`src/sv/skf_pkg.sv`:
```
// ----------------------------------------------------------------------------
// skf_pkg
// Shared types and constants for the scalar Kalman filter.
// ----------------------------------------------------------------------------
package skf_pkg;

  localparam int DATA_WIDTH = 32;

  localparam int NOISE_W = 16;   // q, r, start covariance: Q2.14
  localparam int COV_W   = 18;   // covariance: Q4.14
  localparam int GAIN_W  = 16;   // gain: Q0.16
  localparam int DEN_W   = COV_W + 1;
  localparam int REM_W   = DEN_W + 1;
  localparam int CFG_IDX_W = 2;

  localparam logic [NOISE_W-1:0] PROCESS_NOISE_RST = 16'd1638;
  localparam logic [NOISE_W-1:0] MEASURE_NOISE_RST = 16'd4915;
  localparam logic [NOISE_W-1:0] START_COV_RST     = 16'd164;

  localparam logic [CFG_IDX_W-1:0] REG_PROCESS_NOISE = 2'd0;
  localparam logic [CFG_IDX_W-1:0] REG_MEASURE_NOISE = 2'd1;
  localparam logic [CFG_IDX_W-1:0] REG_START_COV     = 2'd2;

  typedef enum logic [2:0] {
    ST_IDLE,
    ST_PREP,
    ST_DIV,
    ST_MUL,
    ST_FIN
  } state_t;

  typedef struct packed {
    logic              done;
    logic [GAIN_W-1:0] gain;
  } div_status_t;

endpackage

```
`src/sv/skf_divider.sv`:
```
// ----------------------------------------------------------------------------
// skf_divider
// Restoring divider for the gain: floor(pm * 2^16 / den), one bit per cycle.
// A zero divisor yields a zero gain.
// ----------------------------------------------------------------------------
module skf_divider (
  input  logic                       clk,
  input  logic                       rst,
  input  logic                       start,
  input  logic [skf_pkg::COV_W-1:0]  pm,
  input  logic [skf_pkg::DEN_W-1:0]  den,
  output skf_pkg::div_status_t       status
);

  localparam int CNT_W = $clog2(skf_pkg::GAIN_W);

  logic                        busy;
  logic                        done;
  logic [CNT_W-1:0]            cnt;
  logic [skf_pkg::REM_W-1:0]   rem;
  logic [skf_pkg::DEN_W-1:0]   divisor;
  logic [skf_pkg::GAIN_W-1:0]  quot;

  logic [skf_pkg::REM_W-1:0]   rem_shift;
  logic                        take;

  always_comb begin
    rem_shift = {rem[skf_pkg::REM_W-2:0], 1'b0};
    take      = (divisor != '0) && (rem_shift >= {1'b0, divisor});
  end

  always_ff @(posedge clk) begin
    if (rst) begin
      busy <= 1'b0;
      done <= 1'b0;
      cnt  <= '0;
    end else begin
      done <= 1'b0;
      if (start) begin
        busy <= 1'b1;
        cnt  <= '0;
      end else if (busy) begin
        cnt <= cnt + 1'b1;
        if (cnt == CNT_W'(skf_pkg::GAIN_W - 1)) begin
          busy <= 1'b0;
          done <= 1'b1;
        end
      end
    end
  end

  // pm < den unless r is zero, so the partial remainder starts at pm
  always_ff @(posedge clk) begin
    if (start) begin
      rem     <= {2'b00, pm};
      divisor <= den;
      quot    <= '0;
    end else if (busy) begin
      rem  <= take ? (rem_shift - {1'b0, divisor}) : rem_shift;
      quot <= {quot[skf_pkg::GAIN_W-2:0], take};
    end
  end

  assign status.done = done;
  assign status.gain = quot;

endmodule

```
`src/sv/scalar_kalman_filter_top.sv`:
```
// ----------------------------------------------------------------------------
// scalar_kalman_filter_top
// One-dimensional Kalman filter over signed Q16.16 samples.
//
//   channel  direction  handshake              payload
//   cfg      in         cfg_valid / cfg_ready  cfg_index, cfg_data
//   in       in         in_valid / in_ready    sample
//   out      out        out_valid / out_ready  estimate
//
// A sample runs from accept to result through a setup state, the bit-serial
// gain divider, the radix-4 shift-add gain multiply, and a final state that
// updates the estimate and covariance. in_ready is high only while idle.
// Reset is synchronous; no clearing pass. A result held in the output
// register does not block the next sample; only the final update waits on it.
// ----------------------------------------------------------------------------
module scalar_kalman_filter_top #(
  parameter int DATA_WIDTH = skf_pkg::DATA_WIDTH
) (
  input  logic                                clk,
  input  logic                                rst,
  input  logic                                cfg_valid,
  output logic                                cfg_ready,
  input  logic [skf_pkg::CFG_IDX_W-1:0]       cfg_index,
  input  logic [skf_pkg::NOISE_W-1:0]         cfg_data,
  input  logic                                in_valid,
  output logic                                in_ready,
  input  logic signed [DATA_WIDTH-1:0]        sample,
  output logic                                out_valid,
  input  logic                                out_ready,
  output logic signed [DATA_WIDTH-1:0]        estimate
);

  localparam int PROD_W = DATA_WIDTH + 18;
  localparam int ACC_W  = DATA_WIDTH + 2;
  localparam int MCNT_W = 3;

  skf_pkg::state_t state, state_next;

  logic [skf_pkg::NOISE_W-1:0] process_noise;
  logic [skf_pkg::NOISE_W-1:0] measure_noise;
  logic [skf_pkg::COV_W-1:0]   covariance;
  logic [DATA_WIDTH-1:0]       last_estimate;

  logic [DATA_WIDTH-1:0]       samp;
  logic [skf_pkg::COV_W-1:0]   pm;
  logic [DATA_WIDTH-1:0]       span;
  logic [ACC_W-1:0]            span3;
  logic                        toward_low;
  logic [skf_pkg::GAIN_W-1:0]  gain;
  logic [skf_pkg::GAIN_W-1:0]  gain_sh;
  logic [PROD_W-1:0]           prod;
  logic [MCNT_W-1:0]           mcnt;

  logic                        fin_go;
  logic                        div_start;
  skf_pkg::div_status_t        div_status;

  // ---------------- setup arithmetic ----------------
  logic [skf_pkg::COV_W:0]     pm_sum;
  logic [skf_pkg::COV_W-1:0]   pm_sat;
  logic [skf_pkg::DEN_W-1:0]   den;
  logic signed [DATA_WIDTH:0]  diff;
  logic [DATA_WIDTH:0]         diff_mag;

  always_comb begin
    pm_sum   = {1'b0, covariance} + {3'b000, process_noise};
    pm_sat   = pm_sum[skf_pkg::COV_W] ? '1 : pm_sum[skf_pkg::COV_W-1:0];
    den      = {1'b0, pm_sat} + {3'b000, measure_noise};
    diff     = $signed({samp[DATA_WIDTH-1], samp})
             - $signed({last_estimate[DATA_WIDTH-1], last_estimate});
    diff_mag = diff[DATA_WIDTH] ? (~diff + 1'b1) : diff;
  end

  // the divider loads at the setup edge, so feed it the live predicted covariance
  skf_divider u_div (
    .clk    (clk),
    .rst    (rst),
    .start  (div_start),
    .pm     (pm_sat),
    .den    (den),
    .status (div_status)
  );

  // ---------------- multiply step ----------------
  logic [ACC_W-1:0]  addend;
  logic [ACC_W-1:0]  acc_sum;

  always_comb begin
    case (gain_sh[1:0])
      2'd0:    addend = '0;
      2'd1:    addend = {2'b00, span};
      2'd2:    addend = {1'b0, span, 1'b0};
      2'd3:    addend = span3;
      default: addend = '0;
    endcase
    acc_sum = prod[PROD_W-1:16] + addend;
  end

  // ---------------- final update ----------------
  logic [DATA_WIDTH-1:0]           step_mag;
  logic [DATA_WIDTH-1:0]           est_new;
  logic [skf_pkg::GAIN_W:0]        one_minus;
  logic [skf_pkg::GAIN_W+skf_pkg::COV_W:0] cov_prod;

  always_comb begin
    step_mag  = prod[DATA_WIDTH+15:16]
              + DATA_WIDTH'(toward_low && (prod[15:0] != '0));
    est_new   = toward_low ? (last_estimate - step_mag) : (last_estimate + step_mag);
    one_minus = (skf_pkg::GAIN_W+1)'(1 << skf_pkg::GAIN_W) - {1'b0, gain};
    cov_prod  = one_minus * pm;
  end

  // ---------------- sequencer ----------------
  always_comb begin
    state_next = state;
    case (state)
      skf_pkg::ST_IDLE: if (in_valid) state_next = skf_pkg::ST_PREP;
      skf_pkg::ST_PREP: state_next = skf_pkg::ST_DIV;
      skf_pkg::ST_DIV:  if (div_status.done) state_next = skf_pkg::ST_MUL;
      skf_pkg::ST_MUL:  if (mcnt == '1) state_next = skf_pkg::ST_FIN;
      skf_pkg::ST_FIN:  if (fin_go) state_next = skf_pkg::ST_IDLE;
      default:          state_next = skf_pkg::ST_IDLE;
    endcase
  end

  always_comb begin
    in_ready  = (state == skf_pkg::ST_IDLE);
    div_start = (state == skf_pkg::ST_PREP);
    fin_go    = (state == skf_pkg::ST_FIN) && (!out_valid || out_ready);
    cfg_ready = 1'b1;
  end

  always_ff @(posedge clk) begin
    if (rst) begin
      state <= skf_pkg::ST_IDLE;
    end else begin
      state <= state_next;
    end
  end

  // ---------------- filter state and configuration ----------------
  always_ff @(posedge clk) begin
    if (rst) begin
      process_noise <= skf_pkg::PROCESS_NOISE_RST;
      measure_noise <= skf_pkg::MEASURE_NOISE_RST;
      covariance    <= {2'b00, skf_pkg::START_COV_RST};
      last_estimate <= '0;
    end else begin
      if (cfg_valid && cfg_ready) begin
        case (cfg_index)
          skf_pkg::REG_PROCESS_NOISE: process_noise <= cfg_data;
          skf_pkg::REG_MEASURE_NOISE: measure_noise <= cfg_data;
          skf_pkg::REG_START_COV: begin
            covariance <= {2'b00, cfg_data};
          end
          default: ;
        endcase
      end
      if (fin_go) begin
        last_estimate <= est_new;
        covariance    <= cov_prod[skf_pkg::COV_W+15:16];
      end
    end
  end

  // ---------------- working registers ----------------
  always_ff @(posedge clk) begin
    if (in_valid && in_ready) begin
      samp <= sample;
    end
    if (state == skf_pkg::ST_PREP) begin
      pm         <= pm_sat;
      span       <= diff_mag[DATA_WIDTH-1:0];
      toward_low <= diff[DATA_WIDTH];
    end
    if (state == skf_pkg::ST_DIV) begin
      span3 <= {2'b00, span} + {1'b0, span, 1'b0};
      if (div_status.done) begin
        gain    <= div_status.gain;
        gain_sh <= div_status.gain;
        prod    <= '0;
        mcnt    <= '0;
      end
    end
    if (state == skf_pkg::ST_MUL) begin
      // add one radix-4 digit times the distance, then shift down two bits
      prod    <= {2'b00, acc_sum, prod[15:2]};
      gain_sh <= {2'b00, gain_sh[skf_pkg::GAIN_W-1:2]};
      mcnt    <= mcnt + 1'b1;
    end
  end

  // ---------------- output register ----------------
  always_ff @(posedge clk) begin
    if (rst) begin
      out_valid <= 1'b0;
    end else if (fin_go) begin
      out_valid <= 1'b1;
    end else if (out_ready) begin
      out_valid <= 1'b0;
    end
  end

  always_ff @(posedge clk) begin
    if (fin_go) begin
      estimate <= est_new;
    end
  end

endmodule

```
`config.mk`:
```
export PLATFORM = sky130hd
export DESIGN_NAME = scalar_kalman_filter_top
export DESIGN_NICKNAME = d
export VERILOG_FILES = /design/src/sv/skf_pkg.sv /design/src/sv/skf_divider.sv /design/src/sv/scalar_kalman_filter_top.sv
export SDC_FILE = /design/constraint.sdc
export NUM_CORES = 2
export LEC_CHECK = 0
export BUFFER_PORTS_ARGS = -buffer_cell sky130_fd_sc_hd__buf_2
export CAP_MARGIN = 10
export CORE_ASPECT_RATIO = 1.4
export CORE_MARGIN = 2
export CORE_UTILIZATION = 35
export DETAILED_ROUTE_END_ITERATION = 10
export PLACE_DENSITY = 0.59
export SETUP_SLACK_MARGIN = 0.1
export SYNTH_ARGS = -nofsm -noshare
export SYNTH_HDL_FRONTEND = slang
export SYNTH_SLANG_ARGS = --single-unit
```
`constraint.sdc`:
```
create_clock -name clk -period 20.8 [get_ports clk]
set_clock_uncertainty 0.2 [all_clocks]
set_input_delay 4.16 -clock clk [delete_from_list [all_inputs] [get_ports clk]]
set_output_delay 4.16 -clock clk [all_outputs]
set_load 0.005 [all_outputs]
```
==> flow_summary_export.csv <==
group,metric,value,unit
worst_hold_path,hold_class,"flip-flop to flip-flop",
global_route,grtUsageTotal,17.9,%
clock_tree,clkTransAtPathRegs,0.06,ns
clock_tree,numCtsBuffers,48,
clock_tree,post_cts_buffers,0,
synthesis,synth_ff_type,"edfxtp_1",
worst_hold_path,min_from,"measure_noise[10]$_SDFFE_PP0P_",
clock_tree,root_buffer,"clkbuf_16",
global_route,grt_antenna_before_repair,2,
drt,ant_nets,0,
setup_path,rr_endpoint,"covariance[17]$_SDFFE_PP0P_",
synthesis,seq_area_frac_synth,29.4,%
setup_path,cp_num_buf_inv,5,
global_route,grt_remaining_overflow,0,
sta,worst_pin_slew,1.05,ns
setup_path,slowest_stage,"xnor2_1",
drt,wl,92000,um
worst_hold_path,hold_end,"measure_noise[10]$_SDFFE_PP0P_",
sta,hold_viol,0,
global_route,grt_pass1_wl,146000,um
die,io_pins,90,
setup_path,crit_required,21.09,ns
sta,slew_headroom,29.4,%
setup_path,cp_data_arrival_time,9.12,ns
drt,drc,0,
die,fp-row-count,136,
setup_path,crit_family,"adder cells",
global_route,grt_max_degree,79,
synthesis,synth_cell_types,88,
placement,routabilityCongestion,0.922,
drt,drt_iter0_drc,1206,
setup_path,endpoint_kind,"flip-flop",
layout,nNetsFinal,4431,
clock_tree,insertion_delay,0.62,ns
clock_tree,cts_sinks,378,
sta,fin_crit,8.82,ns
die,die-area,102000,um^2
drt,firstDrtPassIters,5,
placement,portBuffers,88,
setup_path,cp_common_cell,"fa_1",
synthesis,ys_ff_latch,378,
pwr,max-vdd-ir-drop,0.0819,mV
synthesis,synth_edf_count,267,
setup_path,cp_max_fo,19,
die,die_h,377,um
pwr,leakage,0.0165,uW
global_route,grt_pass1_vias,27316,
pwr,powerDensity,76.1,nW/um^2
clock_tree,clock_path_buffers,3,
setup_path,r2r-start,"gain[0]$_DFFE_PP_",
layout,area_growth,10.0,%
sta,grt_setup_unrepaired,"false",
layout,antenna_cells,0,
synthesis,async_flop_share,0,%
die,core_area,98400,um^2
drt,via_count,27004,
setup_path,reg2regPathDepth,29,
die,die_w,271,um
placement,placed_cells,5104,
drt,viasPerCell,5.20,
synthesis,synth_nets,4396,
sta,max_freq,0.113,GHz
sta,holdWs,0.259,ns
layout,final_core_util,39.0,%
synthesis,syn_area,34800,um^2
setup_path,critical_path_class,"flip-flop to flip-flop",
sta,finalSetupViolations,0,
clock_tree,cts_tree,"done",
synthesis,syn_avg_cell_area,9.14,um^2
sta,tns,0,ns
worst_hold_path,hold_depth,2,
layout,drive_above_1_share,7.49,%
die,start_util,35.4,%
sta,slew_viol_final,0,
synthesis,ys_warn_count,0,
run,max-cap-violations,0,
clock_tree,hold_buffers,0,
pwr,power.total,2910,uW
layout,layoutNonFillerInstCount,5194,
placement,dpl.hpwl,71700,um
setup_path,cp_num_cells,29,
outcome,status,"complete, no violations",
clock_tree,h-tree-depth,2,
layout,fillers,10025,
setup_path,r2r_slack,11.98,ns
setup_path,max_stage_delay,0.82,ns
drt,routedWlPerCell,17.7,um
setup_path,cp-start-kind,"flip-flop",
synthesis,syn-instance-count,3808,
clock_tree,cts_resized,0,
sta,finalCritPeriodShare,42.4,%
layout make-up:
type | count | area [um^2] | share of cell area, %
repair buffers | 127 | 736 | 1.92
clock buffers | 64 | 1360 | 3.56
multi-input cells | 2855 | 22500 | 58.6
well taps | 1311 | 1640 | 4.28
flip-flops and latches | 378 | 10200 | 26.7
clock inverters | 26 | 248 | 0.647
inverters | 433 | 1630 | 4.25
per-stage QoR:
step	instance area, um^2	worst slack, ns
after global placement	36700	12.08
final	38300	11.98
after detailed placement	36700	11.99
after floorplan	34800	12.84
after CTS	38300	12.01
after global routing	38300	11.48
cell usage after synthesis (14+ instances only):
cell	n	area (um^2)
o31ai_1	14	105
a21o_1	78	586
or3_1	17	106
xnor2_1	170	1490
a31oi_1	30	188
and2_1	140	876
o21bai_1	18	135
a211oi_1	35	263
nand2_1	494	1850
fa_1	243	4860
clkbuf_1	119	447
nor3_1	71	355
o21ai_0	108	541
mux2_2	36	405
nor2_1	246	923
dfxtp_1	111	2220
nand3b_1	20	150
nand2b_1	36	225
xor2_1	81	709
and3_1	37	231
mux2i_1	53	531
edfxtp_1	267	8020
a21boi_0	16	120
nand4_1	25	156
ha_1	290	3630
nor4_1	28	175
nand3_1	69	345
a22o_1	31	272
or2_2	14	87.6
inv_1	432	1620
a21oi_1	206	1030
o211ai_1	17	128
o21a_1	35	263
nor2b_1	36	225
worst max-delay path by stage:
stage,startpoint,endpoint,slack (ns)
final,gain[0]$_DFFE_PP_,covariance[17]$_SDFFE_PP0P_,11.98
after global placement,gain[0]$_DFFE_PP_,covariance[17]$_SDFFE_PP0P_,12.08
after CTS,gain[0]$_DFFE_PP_,covariance[17]$_SDFFE_PP0P_,12.01
after global routing,gain[0]$_DFFE_PP_,covariance[16]$_SDFFE_PP0P_,11.48
after floorplan,gain[8]$_DFFE_PP_,covariance[17]$_SDFFE_PP0P_,12.84
after detailed placement,gain[0]$_DFFE_PP_,covariance[17]$_SDFFE_PP0P_,11.99
registers in the layout, summed over array words and instances (netlist names):
| signal | cells |
|---|---|
| span | 32 |
| out_valid | 1 |
| u_div.divisor | 19 |
| last_estimate | 32 |
| span3 | 34 |
| gain | 16 |
| pm | 18 |
| u_div.rem | 19 |
| u_div.busy | 1 |
| toward_low | 1 |
| gain_sh | 16 |
| mcnt | 3 |
| prod | 48 |
| u_div.done | 1 |
| u_div.quot | 16 |
| covariance | 18 |
| measure_noise | 16 |
| estimate | 32 |
| process_noise | 16 |
| state | 3 |
| samp | 32 |
| u_div.cnt | 4 |
cells by family after synthesis:
group,Yosys count,synth area share [%]
compound gates,707,13.5
xor+xnor,251,6.31
fa+ha+maj,533,24.4
buf+inv,575,6.25
flops,378,29.4
mux,89,2.69
other cells,1,0.0108
simple gates,1274,17.4
worst reg2reg max path: cells and delay by family, from the launching register on:
family                   cells  cell delay (ns)
buffers and inverters        5             0.61
AND/OR/NAND/NOR              5             0.60
AO/OA/AOI/OAI                9             1.95
XOR/XNOR                     2             0.95
flip-flops                   1             0.72
adder cells (fa/ha/maj)      8             3.70
placed cells by master, fill, tap and decap left out, types with 36 or more instances in the layout:
master	synthesis	routed
dfxtp_1	111	111
inv_1	432	431
nand3_1	69	68
xor2_1	81	81
and3_1	37	37
nand2_1	494	494
fa_1	243	243
nor3_1	71	71
and2_1	140	140
buf_2	11	87
clkbuf_16	0	50
ha_1	290	290
mux2_2	36	36
nor2_1	246	244
a21oi_1	206	205
nand2b_1	36	36
mux2i_1	53	52
o21ai_0	108	108
edfxtp_1	267	267
xnor2_1	170	168
buf_4	1	40
a21o_1	78	78
power by group:
group / switching (uW) / total [uW] / internal (uW) / leakage [uW]
clock: 353 / 844 / 490 / 0.000785
sequential: 53.1 / 948 / 895 / 0.00336
combinational: 654 / 1120 / 468 / 0.0123
layer usage:
metal  up-vias  routed length [um]  global-route usage (%)
met1     13215               38400                    21.4
met4         2                3570                    6.74
met2       481               47100                    33.0
met3       187                2950                    1.91
li1      13119                   -                       -
met5         -                   8                       0
Note: power is estimated with default switching activity, not from simulation.
